<file path="src/design/pad_pkg.sv">
// Shared types and constants for the phase-angle dimmer control block.
// Used by pad_delay_calc and phase_angle_dimmer_control; no dependencies.
package pad_pkg;

    // Command codes carried on s_tuser
    typedef logic [2:0] cmd_t;
    localparam cmd_t CMD_TICK = 3'd0;
    localparam cmd_t CMD_EDGE = 3'd1;
    localparam cmd_t CMD_UP   = 3'd2;
    localparam cmd_t CMD_DOWN = 3'd3;
    localparam cmd_t CMD_OFF  = 3'd4;
    localparam cmd_t CMD_SET  = 3'd5;

    // Configuration register indexes
    typedef logic [1:0] cfg_idx_t;
    localparam cfg_idx_t CFG_HALF_PERIOD  = 2'd0;
    localparam cfg_idx_t CFG_STEP_SIZE    = 2'd1;
    localparam cfg_idx_t CFG_REPORT_DELAY = 2'd2;

    // Field widths
    localparam int TICK_W   = 14;
    localparam int LEVEL_W  = 7;
    localparam int REQ_W    = 10;
    localparam int REPORT_W = 24;

    typedef logic [TICK_W-1:0]   tick_t;
    typedef logic [LEVEL_W-1:0]  level_t;
    typedef logic [REPORT_W-1:0] rpt_t;

    localparam level_t FULL_LEVEL = 7'd100;

    // Reset values of the configuration registers
    localparam tick_t  HALF_PERIOD_RST  = 14'd8333;
    localparam level_t STEP_SIZE_RST    = 7'd10;
    localparam rpt_t   REPORT_DELAY_RST = 24'd5000000;

    // Division by 100 through a reciprocal: q = (p * RECIP_100) >> RECIP_SHIFT,
    // exact for every product p below 2^PROD_W.
    localparam int PROD_W      = TICK_W + LEVEL_W;
    localparam int RECIP_SHIFT = 28;
    localparam int RECIP_W     = 22;
    localparam logic [RECIP_W-1:0] RECIP_100 = 22'd2684355;

    // Cycles from a level or half period change until off_delay is valid
    localparam int DELAY_LATENCY = 3;
    typedef logic [1:0] busy_t;

endpackage

</file>
<file path="src/design/pad_delay_calc.sv">
// Off-delay pipeline: half_period - floor(half_period * level / 100).
// Three register stages; depends on pad_pkg.
module pad_delay_calc
    import pad_pkg::*;
(
    input  logic   aclk,
    input  tick_t  half_period,
    input  level_t brightness,
    output tick_t  off_delay
);

    logic [PROD_W-1:0]         prod_reg;
    tick_t                     hp_d1_reg;
    tick_t                     hp_d2_reg;
    tick_t                     on_time_reg;
    tick_t                     off_delay_reg;
    logic [PROD_W+RECIP_W-1:0] scaled;

    // Reciprocal multiply, the quotient sits above the shift point
    assign scaled = {{RECIP_W{1'b0}}, prod_reg} * {{PROD_W{1'b0}}, RECIP_100};

    // Stage 1: on-time product; stage 2: divide by 100; stage 3: subtract
    always_ff @(posedge aclk) begin
        prod_reg      <= {{LEVEL_W{1'b0}}, half_period} * {{TICK_W{1'b0}}, brightness};
        hp_d1_reg     <= half_period;
        on_time_reg   <= scaled[RECIP_SHIFT+TICK_W-1:RECIP_SHIFT];
        hp_d2_reg     <= hp_d1_reg;
        off_delay_reg <= hp_d2_reg - on_time_reg;
    end

    assign off_delay = off_delay_reg;

endmodule

</file>
<file path="src/design/phase_angle_dimmer_control.sv">
// Phase-angle dimmer control: one event in, one status item out per event.
// Top level; depends on pad_pkg and pad_delay_calc.
//
// Each accepted event (tick, zero-crossing edge, step up/down, off, set level)
// yields one result item with gate, level and report. Events pass through an
// input register and one compute stage into an output register, so one event
// per cycle is accepted while the output is not stalled by m_tready. The
// exception: the off-delay is produced by a three-stage multiply and
// reciprocal-divide pipeline, so a zero-crossing edge that follows a level
// change or a half-period write waits in the input register until that
// pipeline has settled. Configuration writes are always accepted and take
// effect at once; write only while idle.
module phase_angle_dimmer_control
    import pad_pkg::*;
(
    input  logic        aclk,
    input  logic        aresetn,
    // Event input
    input  logic        s_tvalid,
    output logic        s_tready,
    input  logic [15:0] s_tdata,    // [9:0] new_level, rest zero
    input  logic [2:0]  s_tuser,    // [2:0] command
    // Result output
    output logic        m_tvalid,
    input  logic        m_tready,
    output logic [15:0] m_tdata,    // [0] gate, [7:1] level, [8] report, rest zero
    // Configuration write channel
    input  logic        cfg_valid,
    output logic        cfg_ready,
    input  cfg_idx_t    cfg_index,
    input  logic [23:0] cfg_data
);

    // Configuration registers
    tick_t  half_period_reg;
    level_t step_size_reg;
    rpt_t   report_delay_reg;

    // Input register
    logic       in_valid_reg;
    cmd_t       in_cmd_reg;
    logic [REQ_W-1:0] in_req_reg;

    // Dimmer state
    level_t brightness_reg, brightness_next;
    tick_t  fire_cnt_reg, fire_cnt_next;
    logic   fire_armed_reg, fire_armed_next;
    logic   gate_reg, gate_next;
    rpt_t   report_cnt_reg, report_cnt_next;
    logic   report_armed_reg, report_armed_next;
    logic   report_next;
    busy_t  busy_reg, busy_next;

    // Output register
    logic   out_valid_reg;
    logic   out_gate_reg;
    level_t out_level_reg;
    logic   out_report_reg;

    tick_t  off_delay;
    logic   advance;
    logic   edge_blocked;
    logic   hp_write;
    logic [LEVEL_W:0] level_up;

    assign cfg_ready = 1'b1;
    assign hp_write  = cfg_valid && (cfg_index == CFG_HALF_PERIOD);

    pad_delay_calc u_delay_calc (
        .aclk        (aclk),
        .half_period (half_period_reg),
        .brightness  (brightness_reg),
        .off_delay   (off_delay)
    );

    // Handshake: an edge waits while off_delay is still settling
    assign edge_blocked = (in_cmd_reg == CMD_EDGE) && (busy_reg != '0);
    assign advance  = in_valid_reg && !edge_blocked && (!out_valid_reg || m_tready);
    assign s_tready = !in_valid_reg || advance;

    assign level_up = {1'b0, brightness_reg} + {1'b0, step_size_reg};

    // Event processing
    always_comb begin
        brightness_next   = brightness_reg;
        fire_cnt_next     = fire_cnt_reg;
        fire_armed_next   = fire_armed_reg;
        gate_next         = gate_reg;
        report_cnt_next   = report_cnt_reg;
        report_armed_next = report_armed_reg;
        report_next       = 1'b0;
        busy_next         = (busy_reg != '0) ? busy_reg - busy_t'(1) : busy_reg;
        if (hp_write) begin
            busy_next = busy_t'(DELAY_LATENCY);
        end
        if (advance) begin
            case (in_cmd_reg)
                CMD_TICK: begin
                    if (fire_armed_reg) begin
                        if (fire_cnt_reg <= tick_t'(1)) begin
                            fire_cnt_next   = '0;
                            fire_armed_next = 1'b0;
                            gate_next       = 1'b1;
                        end else begin
                            fire_cnt_next = fire_cnt_reg - tick_t'(1);
                        end
                    end
                    if (report_armed_reg) begin
                        if (report_cnt_reg <= rpt_t'(1)) begin
                            report_cnt_next   = '0;
                            report_armed_next = 1'b0;
                            report_next       = 1'b1;
                        end else begin
                            report_cnt_next = report_cnt_reg - rpt_t'(1);
                        end
                    end
                end
                CMD_EDGE: begin
                    if (brightness_reg == '0) begin
                        gate_next       = 1'b0;
                        fire_armed_next = 1'b0;
                    end else if (brightness_reg >= FULL_LEVEL || off_delay == '0) begin
                        gate_next       = 1'b1;
                        fire_armed_next = 1'b0;
                    end else begin
                        gate_next       = 1'b0;
                        fire_cnt_next   = off_delay;
                        fire_armed_next = 1'b1;
                    end
                end
                CMD_UP: begin
                    brightness_next   = (level_up > {1'b0, FULL_LEVEL}) ?
                                        FULL_LEVEL : level_up[LEVEL_W-1:0];
                    report_cnt_next   = report_delay_reg;
                    report_armed_next = 1'b1;
                    busy_next         = busy_t'(DELAY_LATENCY);
                end
                CMD_DOWN: begin
                    brightness_next   = (brightness_reg > step_size_reg) ?
                                        brightness_reg - step_size_reg : '0;
                    report_cnt_next   = report_delay_reg;
                    report_armed_next = 1'b1;
                    busy_next         = busy_t'(DELAY_LATENCY);
                end
                CMD_OFF: begin
                    if (brightness_reg != '0) begin
                        brightness_next   = '0;
                        report_cnt_next   = report_delay_reg;
                        report_armed_next = 1'b1;
                        busy_next         = busy_t'(DELAY_LATENCY);
                    end
                end
                CMD_SET: begin
                    if (in_req_reg <= REQ_W'(FULL_LEVEL)) begin
                        brightness_next = in_req_reg[LEVEL_W-1:0];
                        busy_next       = busy_t'(DELAY_LATENCY);
                    end
                end
                default: begin
                    // unused codes change nothing
                end
            endcase
        end
    end

    // Configuration writes
    always_ff @(posedge aclk) begin
        if (!aresetn) begin
            half_period_reg  <= HALF_PERIOD_RST;
            step_size_reg    <= STEP_SIZE_RST;
            report_delay_reg <= REPORT_DELAY_RST;
        end else if (cfg_valid) begin
            case (cfg_index)
                CFG_HALF_PERIOD:  half_period_reg  <= cfg_data[TICK_W-1:0];
                CFG_STEP_SIZE:    step_size_reg    <= cfg_data[LEVEL_W-1:0];
                CFG_REPORT_DELAY: report_delay_reg <= cfg_data[REPORT_W-1:0];
                default: begin
                    // writes beyond the register list are dropped
                end
            endcase
        end
    end

    // Input register
    always_ff @(posedge aclk) begin
        if (!aresetn) begin
            in_valid_reg <= 1'b0;
        end else if (s_tready) begin
            in_valid_reg <= s_tvalid;
        end
    end

    always_ff @(posedge aclk) begin
        if (s_tready && s_tvalid) begin
            in_cmd_reg <= s_tuser;
            in_req_reg <= s_tdata[REQ_W-1:0];
        end
    end

    // Dimmer state
    always_ff @(posedge aclk) begin
        if (!aresetn) begin
            brightness_reg   <= '0;
            fire_cnt_reg     <= '0;
            fire_armed_reg   <= 1'b0;
            gate_reg         <= 1'b0;
            report_cnt_reg   <= '0;
            report_armed_reg <= 1'b0;
            busy_reg         <= '0;
        end else begin
            brightness_reg   <= brightness_next;
            fire_cnt_reg     <= fire_cnt_next;
            fire_armed_reg   <= fire_armed_next;
            gate_reg         <= gate_next;
            report_cnt_reg   <= report_cnt_next;
            report_armed_reg <= report_armed_next;
            busy_reg         <= busy_next;
        end
    end

    // Output register
    always_ff @(posedge aclk) begin
        if (!aresetn) begin
            out_valid_reg <= 1'b0;
        end else if (advance) begin
            out_valid_reg <= 1'b1;
        end else if (m_tready) begin
            out_valid_reg <= 1'b0;
        end
    end

    always_ff @(posedge aclk) begin
        if (advance) begin
            out_gate_reg   <= gate_next;
            out_level_reg  <= brightness_next;
            out_report_reg <= report_next;
        end
    end

    assign m_tvalid = out_valid_reg;
    assign m_tdata  = {7'd0, out_report_reg, out_level_reg, out_gate_reg};

`ifndef SYNTH
    // An edge never reads off_delay before the pipeline has settled
    a_edge_settled: assert property (@(posedge aclk) disable iff (!aresetn)
        (advance && in_cmd_reg == CMD_EDGE) |-> (busy_reg == '0))
        else $error("edge processed while off_delay was settling");

    // Full brightness turns the gate on at the edge itself
    a_full_on: assert property (@(posedge aclk) disable iff (!aresetn)
        (advance && in_cmd_reg == CMD_EDGE && brightness_reg == FULL_LEVEL)
        |=> (out_gate_reg && gate_reg))
        else $error("gate not on after edge at full brightness");

    // The report pulse only comes with a tick
    a_report_tick: assert property (@(posedge aclk) disable iff (!aresetn)
        (advance && in_cmd_reg != CMD_TICK) |=> !out_report_reg)
        else $error("report raised on a non-tick event");

    // Brightness stays within 0..100
    a_level_range: assert property (@(posedge aclk) disable iff (!aresetn)
        (brightness_reg <= FULL_LEVEL))
        else $error("brightness above full level");
`endif

endmodule
</file>
<file path="config.mk">
export PLATFORM = sky130hd
export DESIGN_NAME = phase_angle_dimmer_control
export DESIGN_NICKNAME = d
export VERILOG_FILES = /design/src/design/pad_pkg.sv /design/src/design/pad_delay_calc.sv /design/src/design/phase_angle_dimmer_control.sv
export SDC_FILE = /design/constraint.sdc
export NUM_CORES = 1
export LEC_CHECK = 0
export ABC_AREA = 0
export BUFFER_PORTS_ARGS = -buffer_cell sky130_fd_sc_hd__buf_2
export CORE_ASPECT_RATIO = 0.7
export CORE_MARGIN = 2
export CORE_UTILIZATION = 58
export DETAILED_ROUTE_END_ITERATION = 10
export PLACE_DENSITY = 0.74
export SYNTH_ARGS = -nofsm -noshare
export SYNTH_HDL_FRONTEND = slang
export SYNTH_SLANG_ARGS = --single-unit
export TNS_END_PERCENT = 20
</file>
<file path="constraint.sdc">
create_clock -name aclk -period 5.68 [get_ports aclk]
set_input_delay 0 -clock aclk [delete_from_list [all_inputs] [get_ports aclk]]
set_output_delay 0 -clock aclk [all_outputs]
set_load 0.02 [all_outputs]
</file>
=== Word-level counts from Yosys, hierarchy flattened ===
Cells that the tools add are included.

* Reductions and logical operators: 29
* Muxes and demuxes: 39
* $lt $le $gt $ge: 6
* Equal/unequal tests: 12
* $add $sub $neg: 6
* Multipliers: 2

{| class="wikitable"
|+ Operators by type and width
! operator !! count
|-
| 24-bit two-way mux || 3
|-
| 24-bit case mux with 3 select lines || 1
|-
| 14-bit two-way mux || 4
|-
| 21-bit by 22-bit multiplier with 42-bit output (second input constant) || 1
|-
| 7-bit two-way mux || 5
|-
| 14-bit case mux with 2 select lines || 1
|-
| 7-bit case mux with 4 select lines || 1
|-
| 24-bit by 1-bit <= comparator with 1-bit output (second input constant) || 1
|-
| 24-bit by 1-bit subtractor with 24-bit output (second input constant) || 1
|-
| 14-bit by 7-bit multiplier with 21-bit output || 1
|-
| 1-bit two-way mux || 15
|-
| 14-bit by 1-bit <= comparator with 1-bit output (second input constant) || 1
|-
| 14-bit zero test || 1
|-
| 14-bit by 1-bit subtractor with 14-bit output (second input constant) || 1
|-
| 14-bit subtractor || 1
|-
| 10-bit by 7-bit <= comparator with 1-bit output (second input constant) || 1
|-
| 2-bit two-way mux || 5
|-
| 2-bit inequality test (second input constant) || 5
|-
| 2-bit AND reduction || 5
|-
| 7-bit by 7-bit adder with 8-bit output || 1
|-
| 8-bit by 7-bit greater-than comparator with 1-bit output (second input constant) || 1
|-
| 7-bit greater-or-equal comparator (second input constant) || 1
|-
| 7-bit greater-than comparator || 1
|-
| 7-bit zero test || 1
|-
| 22 further kinds || 35
|}

* Word-level logic and storage cells: 116
* Output and inout bits: 19
* Bits of input ports: 50
* Flip-flop bits (word level): 196

=== Depth between registers and ports, before layout ===
Gate-level depths: netlist of run 1.

* Depth in word-level cells: 7
* Gate-level depth with buffers: 24
* Gate-level depth less buffers: 24

=== By module ===
From an unflattened synthesis of run 1, not the netlist that was laid out.

* Cells, all modules: 2046
* Area total of the unflattened synthesis: 19010.7 µm²

{| class="wikitable"
|+ By module, submodules not included
! module !! area each (µm²) !! instances !! cells an instance !! sequential area each (µm²)
|-
| pad_delay_calc || 12426.9 || 1 || 1247 || 1541.5
|-
| phase_angle_dimmer_control || 6583.8 || 1 || 799 || 2602.5
|}

=== Worst setup path after synthesis of run 1 ===
No wires, ideal clock.

* Path type: register to register
* Start point: reg u_delay_calc.prod_reg[4]
* End point: reg u_delay_calc.on_time_reg[4]
* Required time: 5561 ps
* Path buffers: 0
* Setup time: 119 ps
* Data arrival time: 5916 ps
* Slack: -355 ps
* Stages on the path, launching flop included: 20
* Period minus slack after synthesis: 6035 ps
* Path through: dfxtp_1 -> inv_1 -> fa_1 -> fa_1 -> fa_1 -> fa_1 -> fa_1 -> inv_1 -> fa_1 -> inv_1 -> fa_1 -> inv_1 -> ha_1 -> o21ai_0 -> o21ai_0 -> a21oi_1 -> o221ai_2 -> or4b_1 -> a211oi_1 -> nor2_1

* Cells in the longest elaborated chain, start to end: 1

{| class="wikitable"
|+ RTL lines
! item !! RTL line !! RTL
|-
| start, declared || pad_delay_calc.sv:12 || <nowiki>logic [PROD_W-1:0] prod_reg;</nowiki>
|-
| start signal, assigned || pad_delay_calc.sv:24 || <nowiki>prod_reg <= {{LEVEL_W{1'b0}}, half_period} * {{TICK_W{1'b0}}, brightness};</nowiki>
|-
| 21-bit by 22-bit multiplier with 42-bit output || pad_delay_calc.sv:20 || <nowiki>assign scaled = {{RECIP_W{1'b0}}, prod_reg} * {{PROD_W{1'b0}}, RECIP_100};</nowiki>
|-
| net u_delay_calc.scaled[32] || pad_delay_calc.sv:17 || <nowiki>logic [PROD_W+RECIP_W-1:0] scaled;</nowiki>
|-
| end signal, assigned || pad_delay_calc.sv:26 || <nowiki>on_time_reg <= scaled[RECIP_SHIFT+TICK_W-1:RECIP_SHIFT];</nowiki>
|-
| end, declared || pad_delay_calc.sv:15 || <nowiki>tick_t on_time_reg;</nowiki>
|}

The timed path passes the listed nets, and every way through them passes these cells.
A chain may end at the register's enable or synchronous reset.

=== Final worst setup path of run 1 ===
* Start point: reg u_delay_calc.prod_reg[3]
* End point: reg u_delay_calc.on_time_reg[8]

The elaborated chain is that of the path after synthesis.

==> impl_metrics.csv, run 1 <==
group,metric,value,unit
final_layout,diodes,0,
worst_setup_path,slowest_stage,"fa_1",
final_layout,drive_gt1_frac,0.128,
worst_setup_path,critPathMaxFanout,5,
pwr,p_leak,10.9,nW
worst_setup_path,cp-startpoint,"u_delay_calc.prod_reg[3]",
clocking,clock_latency,0.45,ns
synthesis,synthArstFlopShare,0,
global_route,antenna_found_initial,0,
final_layout,syn_to_final_growth,14.0,%
timing,fin_crit_sh,1.04,
placement,place_inst,2552,
timing,period_needed,5.93,ns
die,start_util,0.586,
clocking,cts_max_level,4,
die,pin_count,69,
worst_setup_path,critPathArrivalTime,6.27,ns
synthesis,syn_area,18900,sq um
worst_setup_path,cp_common_cell,"fa_1",
timing,setup_viol,11,
worst_setup_path,path_delay_family,"adder cells",
die,fp-row-count,55,
worst_setup_path,crit_required,6.02,ns
global_route,grt_max_degree,99,
synthesis,synth.largest_area_cell,"fa_1",
timing,finClkSkew,0.00964,ns
global_route,track_usage,0.293,
final_layout,final_cells,2628,
placement,place_congestion,0.970,
placement,io_buffers,54,
detailed_routing,num_vias,14700,
timing,tightest_slew,1.33,ns
synthesis,synth_area_per_cell,9.33,sq um
hold_path,hold_class,"in -> reg",
worst_setup_path,slowest_delay,0.56,ns
detailed_routing,drcViolationCount,0,
synthesis,synth_top_area_share,0.230,
clocking,tritoncts,"done",
detailed_routing,wirelength,47.3,mm
pwr,powerDensity,458,nW/um^2
synthesis,yosysMostFrequentCell,"inv_1",
synthesis,yosysSeqAreaShare,0.220,
detailed_routing,routedWlPerCell,18.0,um
timing,rsz0062_at_grt,"true",
detailed_routing,drtPass1Iterations,6,
worst_setup_path,crit_path_start_kind,"register",
global_route,grt_pass1_wl,77.7,mm
detailed_routing,final_antenna_net_count,0,
timing,drv_slew,0,
die,coreArea,32200,sq um
synthesis,yosysUniqueCellTypes,84,
status,status,"finished with violations",
die,die_area,34000,sq um
final_layout,final_core_util,0.668,
status,failed_checks,"negative setup slack",
hold_path,hold_start,"cfg_index[1]",
placement,dpl.hpwl,38.2,mm
die,die_x,220,um
synthesis,synth_top_cells_by_area,"fa_1 23%, dfxtp_1 18%, ha_1 18%",
worst_setup_path,r2r-start,"u_delay_calc.prod_reg[3]",
clocking,cts_buffers,17,
synthesis,synth_common_cells,"347 x inv_1, 272 x ha_1, 224 x nand2_1",
synthesis,ys.flop_type,"dfxtp_1",
timing,fin_ws,-0.251,ns
clocking,cts-root-buf,"clkbuf_16",
final_layout,design_area,21500,sq um
run,max-cap-violations,0,
placement,placed_area,20300,sq um
clocking,clkSinkCount,196,
timing,fmax,169,MHz
detailed_routing,vias_per_cell,5.58,
timing,hold_violations,0,
worst_setup_path,crit_buf_inv,4,
timing,slew_headroom,0.116,
pwr,peakVddDrop,0.705,mV
worst_setup_path,path_class,"reg -> reg",
placement,place_ws,-0.529,ns
worst_setup_path,crit_chain,"buf_6 > fa_1 > fa_1 > fa_1 > fa_1 > fa_1 > inv_1 > fa_1 > inv_2 > fa_1 > inv_2 > ha_4 > a211oi_2 > o21ai_2 > a21oi_2 > o221ai_4 > o311ai_4 > and2b_1 > o21ai_1 > xor2_1",
die,die_h,155,um
timing,tns,-1.83,ns
synthesis,synth_edf_count,22,
synthesis,ys_warn_count,0,
worst_setup_path,worst-r2r-setup-slack,-0.25,ns
worst_setup_path,end_kind,"register",
clocking,cts.path.max_buffers,2,
global_route,overflow,0,
detailed_routing,drt_iter0_markers,1173,
global_route,grt_pass1_vias,15100,
synthesis,synthCells,2023,
final_layout,nets,2727,
synthesis,ys_ff_latch,196,
clocking,path_clk_slew,0.07,ns
==> logic make-up after synthesis <==
kind of cell / after synthesis / share of synthesized area
DFF: 196 / 0.220
other: 2 / 0.000398
adders and majority gates: 489 / 0.410
buffers and inverters: 423 / 0.0879
AOI/OAI and AO/OA: 321 / 0.115
muxes: 11 / 0.00583
and+or+nand+nor: 521 / 0.133
xor gates and xnor gates: 60 / 0.0278
==> stage by stage <==
stage          total power [mW]  hold WS, ns
6_report                   9.87       0.0459
5_1_grt                    10.8       0.0752
4_1_cts                    9.41       0.0231
3_5_place_dp               7.88        0.178
3_3_place_gp               7.63        0.178
2_1_floorplan              5.88       0.0989
==> tightest hold or removal path: stages <==
cell and delay [ns]:
buf_2 0.12, nor3b_2 0.16, nand2_1 0.11, nand3_1 0.06
==> path summary, 6_finish.rpt <==
path              cells past startpoint                     endpoint
hold / removal                        4           half_period_reg[2]
hold reg to reg                       0    u_delay_calc.hp_d2_reg[9]
setup / recovery                     20  u_delay_calc.on_time_reg[8]
setup reg to reg                     20  u_delay_calc.on_time_reg[8]
==> cells in the final DEF, fill, tap and decap left out, types with 54 or more instances in the layout <==
cell type and instances:
fa_1 212, dfxtp_1 166, nand2_1 224, buf_4 118, o21ai_0 56, ha_1 261
inv_1 341, buf_2 54, a21oi_1 66, nor2_1 71
==> layer usage <==
layer / vias to the layer above / share of wire / GRT usage
met5: - / 0 / 0
met4: 0 / 0.017 / 0.0709
met3: 66 / 0.083 / 0.0633
met2: 515 / 0.42 / 0.438
met1: 7152 / 0.48 / 0.433
li1: 6939 / - / -
==> power breakdown <==
part           switching, mW  total (mW)  internal (mW)
clock                  0.570        1.21          0.643
combinational           3.82        6.97           3.14
sequential             0.121        1.69           1.57
total                   4.51        9.87           5.36
==> final cells by class <==
type | count | area, sq um
clock buffers | 25 | 517
inverters | 348 | 1310
multi-input cells | 1410 | 13300
flip-flops and latches | 196 | 4160
fillers | 2547 | 10700
repair buffers | 215 | 1600
well taps | 427 | 534
clock inverters | 7 | 61.3
==> what timing repair did <==
item	CTS	global route
hold buffers	39	0
hold endpoints to repair	60	0
resized for setup	31	22
pin swaps	26	22
setup buffers	5	0
setup endpoints to repair	14	14
Note: power is estimated with default switching activity, not from simulation.
==> run 2: changes to the inputs <==
Settings changed: RECOVER_POWER set to 100.
==> impl_metrics.csv, run 2 (synthesized netlist as in run 1, its figures left out) <==
group,metric,value,unit
pwr,seqPwrFrac,0.172,
timing,finClkSkew,0.00809,ns
clocking,cts-root-buf,"clkbuf_16",
die,die_x,220,um
pwr,p_comb_frac,0.706,
final_layout,mostFrequentLayoutCell,"inv_1",
pwr,powerDensity,459,nW/um^2
final_layout,final_cell_mix,"342 x inv_1, 261 x ha_1, 224 x nand2_1",
pwr,clkPwrFrac,0.123,
global_route,grt_max_degree,99,
worst_setup_path,path_class,"reg -> reg",
worst_setup_path,crit_buf_inv,4,
timing,slew_headroom,-0.452,
placement,place_ws,-0.529,ns
clocking,cts_buffers,17,
timing,setup_viol,11,
die,fp-row-count,55,
global_route,track_usage,0.293,
run,max-cap-violations,3,
placement,io_buffers,54,
die,pin_count,69,
worst_setup_path,critPathMaxFanout,5,
final_layout,final_core_util,0.667,
timing,fin_ws,-0.255,ns
clocking,clock_latency,0.45,ns
detailed_routing,routedWlPerCell,17.9,um
detailed_routing,final_antenna_net_count,0,
worst_setup_path,critPathArrivalTime,6.27,ns
pwr,p_leak,10.9,nW
pwr,peakVddDrop,0.705,mV
worst_setup_path,path_delay_family,"adder cells",
global_route,grt_pass1_vias,15100,
status,status,"finished with violations",
final_layout,final_cells,2628,
detailed_routing,vias_per_cell,5.57,
die,die_h,155,um
final_layout,nets,2727,
global_route,overflow,0,
timing,fin_crit_sh,1.04,
die,die_area,34000,sq um
hold_path,hold_class,"in -> reg",
final_layout,diodes,0,
worst_setup_path,end_kind,"register",
placement,place_congestion,0.970,
clocking,tritoncts,"done",
hold_path,hold_depth,4,
timing,drv_slew,79,
timing,fmax,168,MHz
worst_setup_path,cp_common_cell,"fa_1",
placement,place_inst,2552,
timing,hold_violations,0,
global_route,grt_pass1_wl,77.7,mm
pwr,swShare,0.457,
worst_setup_path,slowest_delay,0.56,ns
final_layout,syn_to_final_growth,13.8,%
final_layout,regArea,4160,sq um
timing,fin_hold_ws,0.183,ns
worst_setup_path,crit_required,6.01,ns
final_layout,drive_gt1_frac,0.119,
final_layout,fill_cells,2555,
worst_setup_path,crit_chain,"buf_6 > fa_1 > fa_1 > fa_1 > fa_1 > fa_1 > inv_1 > fa_1 > inv_2 > fa_1 > inv_2 > ha_4 > a211oi_2 > o21ai_2 > a21oi_2 > o221ai_4 > o311ai_4 > and2b_1 > o21bai_1 > xor2_1",
clocking,cts.path.max_buffers,2,
clocking,path_clk_slew,0.07,ns
pwr,p_switching,4.51,mW
detailed_routing,drtPass1Iterations,7,
timing,period_needed,5.94,ns
clocking,cts_max_level,4,
status,failed_checks,"max-capacitance violations, max-slew violations, negative setup slack",
placement,dpl.hpwl,38.2,mm
global_route,antenna_found_initial,0,
detailed_routing,drcViolationCount,0,
detailed_routing,num_vias,14700,
die,coreArea,32200,sq um
worst_setup_path,reg2regPathDepth,20,
worst_setup_path,slowest_stage,"fa_1",
pwr,internal_power,5.35,mW
worst_setup_path,worst-path-stages,20,
final_layout,multiInputGateArea,13300,sq um
worst_setup_path,crit_path_start_kind,"register",
timing,rsz0062_at_grt,"true",
clocking,clkSinkCount,196,
detailed_routing,drt_iter0_markers,1195,
die,start_util,0.586,
detailed_routing,wirelength,47.1,mm
timing,tightest_slew,2.18,ns
-- run 2: power groups by stage --
stage | Combinational [mW] | Clock [mW] | Sequential [mW]
finish | 6.96 | 1.21 | 1.69
global route | 7.79 | 1.28 | 1.71
CTS | 6.50 | 1.22 | 1.69
detailed placement | 6.17 | 0 | 1.71
global placement | 5.92 | 0 | 1.71
floorplan | 4.19 | 0 | 1.69
-- run 2: worst paths after layout --
kind | from | to | slack (ns)
worst min register to register | u_delay_calc.hp_d1_reg[9] | u_delay_calc.hp_d2_reg[9] | 0.33
worst max-delay path | u_delay_calc.prod_reg[3] | u_delay_calc.on_time_reg[7] | -0.26
worst max register to register | u_delay_calc.prod_reg[3] | u_delay_calc.on_time_reg[7] | -0.26
worst min-delay path | cfg_index[0] | half_period_reg[3] | 0.18
-- run 2: routing by layer --
metal / up-vias / wire [um] / GRT usage
li1: 6940 / - / -
met5: - / 0 / 0
met3: 52 / 3950 / 0.0633
met4: 0 / 733 / 0.0709
met2: 470 / 20100 / 0.438
met1: 7189 / 22300 / 0.433
-- run 2: layout make-up --
cell class,count,area share
multi-input cells,1410,0.620
repair buffers,215,0.0734
clock buffers,25,0.0241
well taps,427,0.0249
inverters,348,0.0610
flip-flops and latches,196,0.194
clock inverters,7,0.00285
-- run 2: stage by stage --
step	power, mW	TNS, ns	area, sq um
final	9.86	-1.86	21500
after global routing	10.8	-4.45	21500
after global placement	7.63	-2.72	20300
after floorplan	5.88	-0.0150	18900
after detailed placement	7.88	-5.65	20300
after CTS	9.41	-2.58	21400
-- run 2: worst register-to-register path, cell delays in order (launching register included) --
cell	delay [ns]
dfxtp_4	0.37
buf_6	0.12
fa_1	0.55
fa_1	0.45
fa_1	0.56
fa_1	0.44
fa_1	0.49
inv_1	0.05
fa_1	0.48
inv_2	0.04
fa_1	0.51
inv_2	0.05
ha_4	0.17
a211oi_2	0.21
o21ai_2	0.10
a21oi_2	0.19
o221ai_4	0.19
o311ai_4	0.38
and2b_1	0.23
o21bai_1	0.09
xor2_1	0.15
-- run 2: repair_timing --
item	4_1_cts	5_1_grt
pin swaps	26	22
cloned	0	0
hold buffers	39	0
gates resized for setup	31	22
endpoints found under the setup margin	14	14
hold endpoints to repair	60	0
setup buffers	5	0
